<file path="src/hdl/chbd_pkg.sv">
// Shared types and constants of the canonical Huffman bit decoder.
`timescale 1ns / 1ps

package chbd_pkg;

  localparam int MAX_CODE_LEN = 16;
  localparam int SYMBOL_BITS  = 9;
  localparam int KIND_BITS    = 3;
  localparam int LEN_BITS     = 5;
  localparam int COUNT_BITS   = 10;

  typedef enum logic [KIND_BITS-1:0] {
    KIND_CLEAR     = 3'd0,
    KIND_SET_COUNT = 3'd1,
    KIND_APPEND    = 3'd2,
    KIND_BIT       = 3'd3,
    KIND_RESTART   = 3'd4
  } kind_e;

endpackage

</file>
<file path="src/hdl/canonical_huffman_bit_decoder.sv">
// Canonical Huffman decoder: count table, symbol memory and bit walk.
`timescale 1ns / 1ps

// One beat is accepted per cycle while in_ready_o is high; each beat yields
// one result beat. The rate is set by the walk registers (partial code, first
// code, base index, depth), which update in the cycle a bit is accepted, and
// by the symbol memory, whose registered read supplies the matched symbol in
// the next cycle. Result and output stages let one more beat enter while a
// result waits. Tables load through the same channel: clear, set the count of
// a length, append symbols in canonical order. The count table is in
// flip-flops and clears at once; the symbol memory needs no clearing pass.
module canonical_huffman_bit_decoder #(
  parameter int MAX_CODE_LEN = chbd_pkg::MAX_CODE_LEN,
  parameter int SYMBOL_BITS  = chbd_pkg::SYMBOL_BITS
) (
  input  logic                                clk_i,
  input  logic                                rst_ni,
  input  logic                                in_valid_i,
  output logic                                in_ready_o,
  input  logic [chbd_pkg::KIND_BITS-1:0]      kind_i,
  input  logic [chbd_pkg::LEN_BITS-1:0]       code_length_i,
  input  logic [chbd_pkg::COUNT_BITS-1:0]     length_count_i,
  input  logic [SYMBOL_BITS-1:0]              symbol_in_i,
  input  logic                                code_bit_i,
  output logic                                out_valid_o,
  input  logic                                out_ready_i,
  output logic                                symbol_ready_o,
  output logic [SYMBOL_BITS-1:0]              symbol_out_o,
  output logic                                bad_code_o
);

  localparam int CW    = chbd_pkg::COUNT_BITS;
  localparam int FW    = MAX_CODE_LEN + 1;
  localparam int BW    = $clog2(MAX_CODE_LEN + 1);
  localparam int LW    = (MAX_CODE_LEN > 1) ? $clog2(MAX_CODE_LEN) : 1;
  localparam int LDW   = SYMBOL_BITS + 1;
  localparam int DEPTH = 1 << SYMBOL_BITS;
  localparam int XM0   = (FW > CW) ? FW : CW;
  localparam int XM1   = (XM0 > LDW) ? XM0 : LDW;
  localparam int XW    = XM1 + 1;
  localparam int SW    = XW + 2;

  // Tables.
  logic [CW-1:0]          count_q [MAX_CODE_LEN];
  logic [SYMBOL_BITS-1:0] sym_mem [DEPTH];
  logic [SYMBOL_BITS-1:0] mem_rdata_q;
  logic [LDW-1:0]         loaded_q, loaded_d;

  // Walk state.
  logic [FW-1:0] partial_q, partial_d;
  logic [FW-1:0] first_q, first_d;
  logic [BW-1:0] bits_q, bits_d;
  logic [CW-1:0] base_q, base_d;

  // Result and output stages.
  logic                   a_valid_q, a_ready_q, a_bad_q;
  logic                   o_valid_q, o_ready_q, o_bad_q;
  logic [SYMBOL_BITS-1:0] o_sym_q;

  logic                   accept, a_move;
  logic                   res_ready, res_bad;
  logic                   clear_all, cnt_we, sym_we;
  logic [LW-1:0]          cnt_waddr;
  logic [FW-1:0]          code;
  logic [BW-1:0]          depth;
  logic [CW-1:0]          count_cur;
  logic [FW-1:0]          diff;
  logic [XW-1:0]          diff_x, count_x, idx, nb_x;
  logic [CW:0]            nb_sum;
  logic [CW-1:0]          nb;
  logic [SW-1:0]          nf_sum, nf_w;
  logic [FW-1:0]          nf;
  logic                   hit;

  assign a_move     = a_valid_q && (!o_valid_q || out_ready_i);
  assign in_ready_o = !a_valid_q || a_move;
  assign accept     = in_valid_i && in_ready_o;

  // Walk datapath for one decode bit.
  assign code      = {partial_q[FW-2:0], code_bit_i};
  assign depth     = bits_q + BW'(1);
  assign count_cur = count_q[bits_q[LW-1:0]];
  assign diff      = code - first_q;
  assign diff_x    = XW'(diff);
  assign count_x   = XW'(count_cur);
  assign hit       = (code >= first_q) && (diff_x < count_x);
  assign idx       = XW'(base_q) + diff_x;

  assign nb_sum = {1'b0, base_q} + {1'b0, count_cur};
  assign nb     = nb_sum[CW] ? {CW{1'b1}} : nb_sum[CW-1:0];
  assign nb_x   = XW'(nb);
  assign nf_sum = SW'(first_q) + SW'(count_cur);
  assign nf_w   = nf_sum << 1;
  assign nf     = (nf_w > SW'({FW{1'b1}})) ? {FW{1'b1}} : nf_w[FW-1:0];

  always_comb begin
    partial_d = partial_q;
    first_d   = first_q;
    bits_d    = bits_q;
    base_d    = base_q;
    loaded_d  = loaded_q;
    res_ready = 1'b0;
    res_bad   = 1'b0;
    clear_all = 1'b0;
    cnt_we    = 1'b0;
    sym_we    = 1'b0;
    cnt_waddr = LW'(code_length_i - chbd_pkg::LEN_BITS'(1));
    case (kind_i)
      chbd_pkg::KIND_CLEAR: begin
        clear_all = 1'b1;
        loaded_d  = '0;
        partial_d = '0;
        first_d   = '0;
        bits_d    = '0;
        base_d    = '0;
      end
      chbd_pkg::KIND_SET_COUNT: begin
        cnt_we    = (code_length_i != '0) && (32'(code_length_i) <= MAX_CODE_LEN);
        partial_d = '0;
        first_d   = '0;
        bits_d    = '0;
        base_d    = '0;
      end
      chbd_pkg::KIND_APPEND: begin
        if (!loaded_q[LDW-1]) begin
          sym_we   = 1'b1;
          loaded_d = loaded_q + LDW'(1);
        end
        partial_d = '0;
        first_d   = '0;
        bits_d    = '0;
        base_d    = '0;
      end
      chbd_pkg::KIND_BIT: begin
        if (hit) begin
          if (idx < XW'(loaded_q)) begin
            res_ready = 1'b1;
          end else begin
            res_bad = 1'b1;
          end
          partial_d = '0;
          first_d   = '0;
          bits_d    = '0;
          base_d    = '0;
        end else if ((32'(depth) >= MAX_CODE_LEN) || (nb_x >= XW'(loaded_q))) begin
          // No code can complete from here: flag and restart.
          res_bad   = 1'b1;
          partial_d = '0;
          first_d   = '0;
          bits_d    = '0;
          base_d    = '0;
        end else begin
          partial_d = code;
          first_d   = nf;
          bits_d    = depth;
          base_d    = nb;
        end
      end
      chbd_pkg::KIND_RESTART: begin
        partial_d = '0;
        first_d   = '0;
        bits_d    = '0;
        base_d    = '0;
      end
      default: begin
      end
    endcase
  end

  // Count table: cleared at once by a clear beat.
  always_ff @(posedge clk_i or negedge rst_ni) begin
    if (!rst_ni) begin
      for (int i = 0; i < MAX_CODE_LEN; i++) begin
        count_q[i] <= '0;
      end
    end else if (accept && clear_all) begin
      for (int i = 0; i < MAX_CODE_LEN; i++) begin
        count_q[i] <= '0;
      end
    end else if (accept && cnt_we) begin
      count_q[cnt_waddr] <= length_count_i;
    end
  end

  // Symbol memory: write on append, registered read on every accepted beat.
  always_ff @(posedge clk_i) begin
    if (accept && sym_we) begin
      sym_mem[loaded_q[SYMBOL_BITS-1:0]] <= symbol_in_i;
    end
    if (accept) begin
      mem_rdata_q <= sym_mem[idx[SYMBOL_BITS-1:0]];
    end
  end

  always_ff @(posedge clk_i or negedge rst_ni) begin
    if (!rst_ni) begin
      loaded_q  <= '0;
      partial_q <= '0;
      first_q   <= '0;
      bits_q    <= '0;
      base_q    <= '0;
      a_valid_q <= 1'b0;
      o_valid_q <= 1'b0;
    end else begin
      if (accept) begin
        loaded_q  <= loaded_d;
        partial_q <= partial_d;
        first_q   <= first_d;
        bits_q    <= bits_d;
        base_q    <= base_d;
      end
      if (accept) begin
        a_valid_q <= 1'b1;
      end else if (a_move) begin
        a_valid_q <= 1'b0;
      end
      if (a_move) begin
        o_valid_q <= 1'b1;
      end else if (out_ready_i) begin
        o_valid_q <= 1'b0;
      end
    end
  end

  // Stage payloads: hold while the next stage stalls.
  always_ff @(posedge clk_i) begin
    if (accept) begin
      a_ready_q <= res_ready;
      a_bad_q   <= res_bad;
    end
    if (a_move) begin
      o_ready_q <= a_ready_q;
      o_bad_q   <= a_bad_q;
      o_sym_q   <= a_ready_q ? mem_rdata_q : '0;
    end
  end

  assign out_valid_o    = o_valid_q;
  assign symbol_ready_o = o_ready_q;
  assign symbol_out_o   = o_sym_q;
  assign bad_code_o     = o_bad_q;

endmodule

</file>
<file path="config.mk">
export PLATFORM = sky130hd
export DESIGN_NAME = canonical_huffman_bit_decoder
export DESIGN_NICKNAME = d
export VERILOG_FILES = /design/src/hdl/chbd_pkg.sv /design/src/hdl/canonical_huffman_bit_decoder.sv
export SDC_FILE = /design/constraint.sdc
export NUM_CORES = 2
export LEC_CHECK = 0
export BUFFER_PORTS_ARGS = -buffer_cell sky130_fd_sc_hd__buf_2
export CORE_UTILIZATION = 39
export CTS_BUF_LIST = sky130_fd_sc_hd__clkbuf_16
export DETAILED_ROUTE_END_ITERATION = 8
export HOLD_SLACK_MARGIN = 0.06
export PLACE_DENSITY = 0.66
export SLEW_MARGIN = 30
export SYNTH_ARGS = -nofsm -noshare
export SYNTH_HDL_FRONTEND = slang
export SYNTH_MEMORY_MAX_BITS = 65536
export SYNTH_SLANG_ARGS = --single-unit
</file>
<file path="constraint.sdc">
create_clock -name clk_i -period 5.8 [get_ports clk_i]
set_input_delay 0.29 -clock clk_i [delete_from_list [all_inputs] [get_ports clk_i]]
set_output_delay 0.29 -clock clk_i [all_outputs]
set_load 0.1 [all_outputs]
</file>
==> results.py <==
metrics = {
    "floorplan": {
        "fp.dieH_um": 704,
        "die_x_um": 704,
        "fp.coreArea_um2": 490000,
        "io-pin-count": 45,
        "row_count": 257,
        "start_util_pct": 39.2,
        "dieArea_um2": 495000,
    },
    "synthesis": {
        "synth_edf_count": 4630,
        "avgSynthCellArea_um2": 20.4,
        "synth_cells": 9415,
        "ys_ff_latch": 4850,
        "seq_area_frac_synth_pct": 75.2,
        "async_flop_share_pct": 4.54,
        "synth_cell_types": 86,
        "synth_top_flop_cell": "edfxtp_1",
        "netlist_area_um2": 192000,
        "ys_warn_count": 0,
        "synth.net_count": 9531,
    },
    "clocking": {
        "cts.sinks": 4850,
        "clock_path_buffers": 4,
        "numCtsBuffers": 474,
        "root_buffer": "clkbuf_16",
        "h-tree-depth": 5,
        "clk_pin_slew_ns": 0.07,
        "cts_tree": "built",
        "clk_latency_ns": 1.06,
    },
    "drt": {
        "num_vias": 97500,
        "vias_per_cell": 5.83,
        "dr.pass1.iters": 8,
        "drtAntennaViolNets": 0,
        "wire_per_inst_um": 30.4,
        "drc_errors": 2,
        "drt-total-wl_um": 508000,
        "drt-initial-drc-count": 12700,
    },
    "final_layout": {
        "drive_above_1_share_pct": 25.1,
        "layout.nets": 9944,
        "final_area_um2": 219000,
        "area_growth_syn_to_layout_pct": 14.2,
        "stdcell_count": 16700,
    },
    "placement": {
        "gp_congestion": 0.878,
        "portBuffers": 44,
        "hpwl_um": 308000,
        "postPlaceCellArea_um2": 203000,
        "dp.cells": 15800,
    },
    "global_routing": {
        "antenna_found_initial": 29,
        "grt_pass1_wl_um": 725000,
        "grt_max_degree": 200,
        "gr-total-overflow": 0,
        "grtUsageTotal_pct": 20.0,
        "grt_pass1_vias": 98500,
    },
    "power_and_ir_drop": {
        "p_leak_uw": 0.0718,
        "p_per_area_nw_per_um2": 363,
        "vdd_drop_max_v": 0.000395,
    },
    "sta": {
        "worst_slew_pin_slew_ns": 1.08,
        "setup_viol": 0,
        "min_period_ns": 5.66,
        "final_max_slew_viol_count": 0,
        "fmax_mhz": 177,
        "slew_headroom_pct": 27.5,
        "hold_ws_ns": 0.142,
        "clock_skew_ns": 0.0634,
        "min_period_over_period_pct": 97.6,
        "hold_viol_final": 0,
    },
    "setup_path": {
        "crit_top_cell": "a21oi_1",
        "crit_path_max_fanout": 19,
        "slowest_delay_ns": 0.67,
        "critPathLaunchType": "flop",
        "cp_data_arrival_time_ns": 6.45,
        "worstSetupEndpointType": "flop",
        "slowest_stage": "a21oi_1",
        "crit_type": "flop to flop",
        "crit_required_ns": 6.60,
        "path_cells": "ha_1 -> fa_1 -> nand2b_1 -> nand2b_1 -> a21oi_1 -> xnor2_1 -> ha_1 -> o21ai_0 -> a21oi_1 -> o311a_1 -> or2_4 -> inv_2 -> buf_4 -> nand3_1 -> a21oi_1 -> o21a_1 -> a31oi_1 -> a211o_1",
    },
    "run": {
        "timing.max_cap.violations": 0,
    },
    "outcome": {
        "status": "complete, but fails checks",
        "failed_checks": "DRC",
    },
    "min_path": {
        "hold_class": "primary input to flop",
    },
}
## path summary, 6_finish.rpt
| check | from | end | slack (ns) | cells past startpoint |
|---|---|---|---|---|
| min in group asynchronous | rst_ni | a_valid_q$_DFFE_PN0P_ | 0.42 | 4 |
| max in group asynchronous | rst_ni | bits_q[0]$_DFFE_PN0P_ | 4.61 | 4 |
| worst max register to register | first_q[0]$_DFFE_PN0P_ | mem_rdata_q[7]$_DFFE_PP_ | 0.14 | 18 |
| worst max-delay path | first_q[0]$_DFFE_PN0P_ | mem_rdata_q[7]$_DFFE_PP_ | 0.14 | 18 |
| worst min register to register | bits_q[4]$_DFFE_PN0P_ | bits_q[4]$_DFFE_PN0P_ | 0.50 | 1 |
| worst min-delay path | code_length_i[3] | count_q[104]$_DFFE_PN0P_ | 0.14 | 5 |
## kinds of logic (layout without fill, tap and decap cells)
logic type / Yosys count / after routing / share of synthesized area (%)
buf+inv: 635 / 1455 / 1.50
flops: 4850 / 4850 / 75.2
compound gates: 495 / 495 / 1.86
other cells: 0 / 8 / 0
xor+xnor: 39 / 39 / 0.178
simple gates: 1652 / 1652 / 3.63
fa+ha+maj: 84 / 84 / 0.563
mux: 1660 / 1660 / 17.0
## power by group
| group | internal, uW | switching (uW) |
|---|---|---|
| registers | 38400 | 121 |
| logic | 3400 | 6610 |
| clock network | 17800 | 13300 |
| total | 59600 | 20000 |
## cells in the mapped netlist (all sizes together), types with 20 or more instances
| library cell | number | share of area, % |
|---|---|---|
| edfxtp | 4630 | 72 |
| mux4 | 1287 | 15 |
| nor2 | 771 | 1.5 |
| nand2 | 501 | 0.98 |
| mux2i | 357 | 1.9 |
| clkbuf | 304 | 0.59 |
| buf | 265 | 0.78 |
| dfrtp | 220 | 2.9 |
| nand3 | 148 | 0.39 |
| o21ai | 82 | 0.21 |
| ha | 80 | 0.52 |
| a21oi | 74 | 0.19 |
| inv | 65 | 0.13 |
| nand4 | 59 | 0.19 |
| a32oi | 58 | 0.26 |
| and3 | 50 | 0.16 |
| a31oi | 43 | 0.14 |
| nor3 | 37 | 0.096 |
| xnor2 | 28 | 0.13 |
| a22o | 27 | 0.12 |
| a21o | 25 | 0.098 |
| a221oi | 20 | 0.091 |
| nand2b | 20 | 0.065 |
## metal layers
metal | up-vias | part of all wire [%] | GRT usage (%)
met4 | 18 | 3.8 | 6.98
met3 | 879 | 9.6 | 4.40
met5 | - | 0.023 | 0
met2 | 5083 | 48 | 32.4
met1 | 52000 | 38 | 26.8
li1 | 39500 | - | -
## metrics by stage
| step | worst slack, ns | util [%] | setup TNS, ns | total power, uW |
|---|---|---|---|---|
| 2_1_floorplan | 0.00494 | - | 0 | 44100 |
| 3_3_place_gp | -0.288 | 41.4 | -8.63 | 49000 |
| 3_5_place_dp | 0.0955 | 41.4 | 0 | 49100 |
| 4_1_cts | 0.0408 | 44.7 | 0 | 79900 |
| 5_1_grt | -0.0257 | 44.7 | -0.0938 | 81500 |
| 6_report | 0.142 | 44.7 | 0 | 79700 |
## state kept, by name (all words and copies together), names as in the netlist, 5 cells and up
name	cells
symbol_out_o	9
loaded_q	10
bits_q	5
sym_mem	4608
base_q	10
first_q	17
mem_rdata_q	9
partial_q	16
count_q	160
## critical path: cells and delay by family (launching register included)
family	cells	cell delay [ns]
AOI/OAI and AO/OA	8	1.98
adders and majority gates	3	0.98
and+or+nand+nor	4	0.95
buffers and inverters	2	0.83
DFF	1	0.41
xor gates and xnor gates	1	0.22
## cell usage in the layout (no fill, tap or decap), types with 20 or more instances in the layout
cell / instances
clkinv_2: 95
nand4_1: 59
nand2_1: 487
buf_2: 34
and3_1: 50
xnor2_1: 25
dlygate4sd3_1: 42
inv_1: 132
nor2_1: 719
a21oi_1: 73
buf_4: 305
edfxtp_1: 4630
a22o_1: 27
o21ai_0: 66
nor2_2: 42
a21o_1: 25
clkbuf_16: 479
buf_12: 103
a32oi_1: 58
a221oi_1: 20
mux2i_1: 357
mux4_2: 1287
nand2b_1: 20
ha_1: 79
dfrtp_1: 219
clkinv_1: 127
bufinv_16: 63
nor3_1: 27
nand3_1: 143
a31oi_1: 43
## repair_timing
item / 4_1_cts / 5_1_grt
endpoints found under the setup margin: 0 / 47
resized for setup: 0 / 15
buffers inserted: 0 / 1
endpoints found under the hold margin: 1170 / 0
hold buffers: 43 / 0
## cell type report
class / count / area, um^2
clock inverter: 404 / 3760
sequential: 4850 / 145000
timing repair buffer: 506 / 5360
tap: 6475 / 8100
multi-input combinational: 3930 / 45400
fill: 40400 / 271000
antenna: 8 / 20.0
clock buffer: 479 / 12000
inverter: 66 / 265
Power figures use the tool's default switching activity.
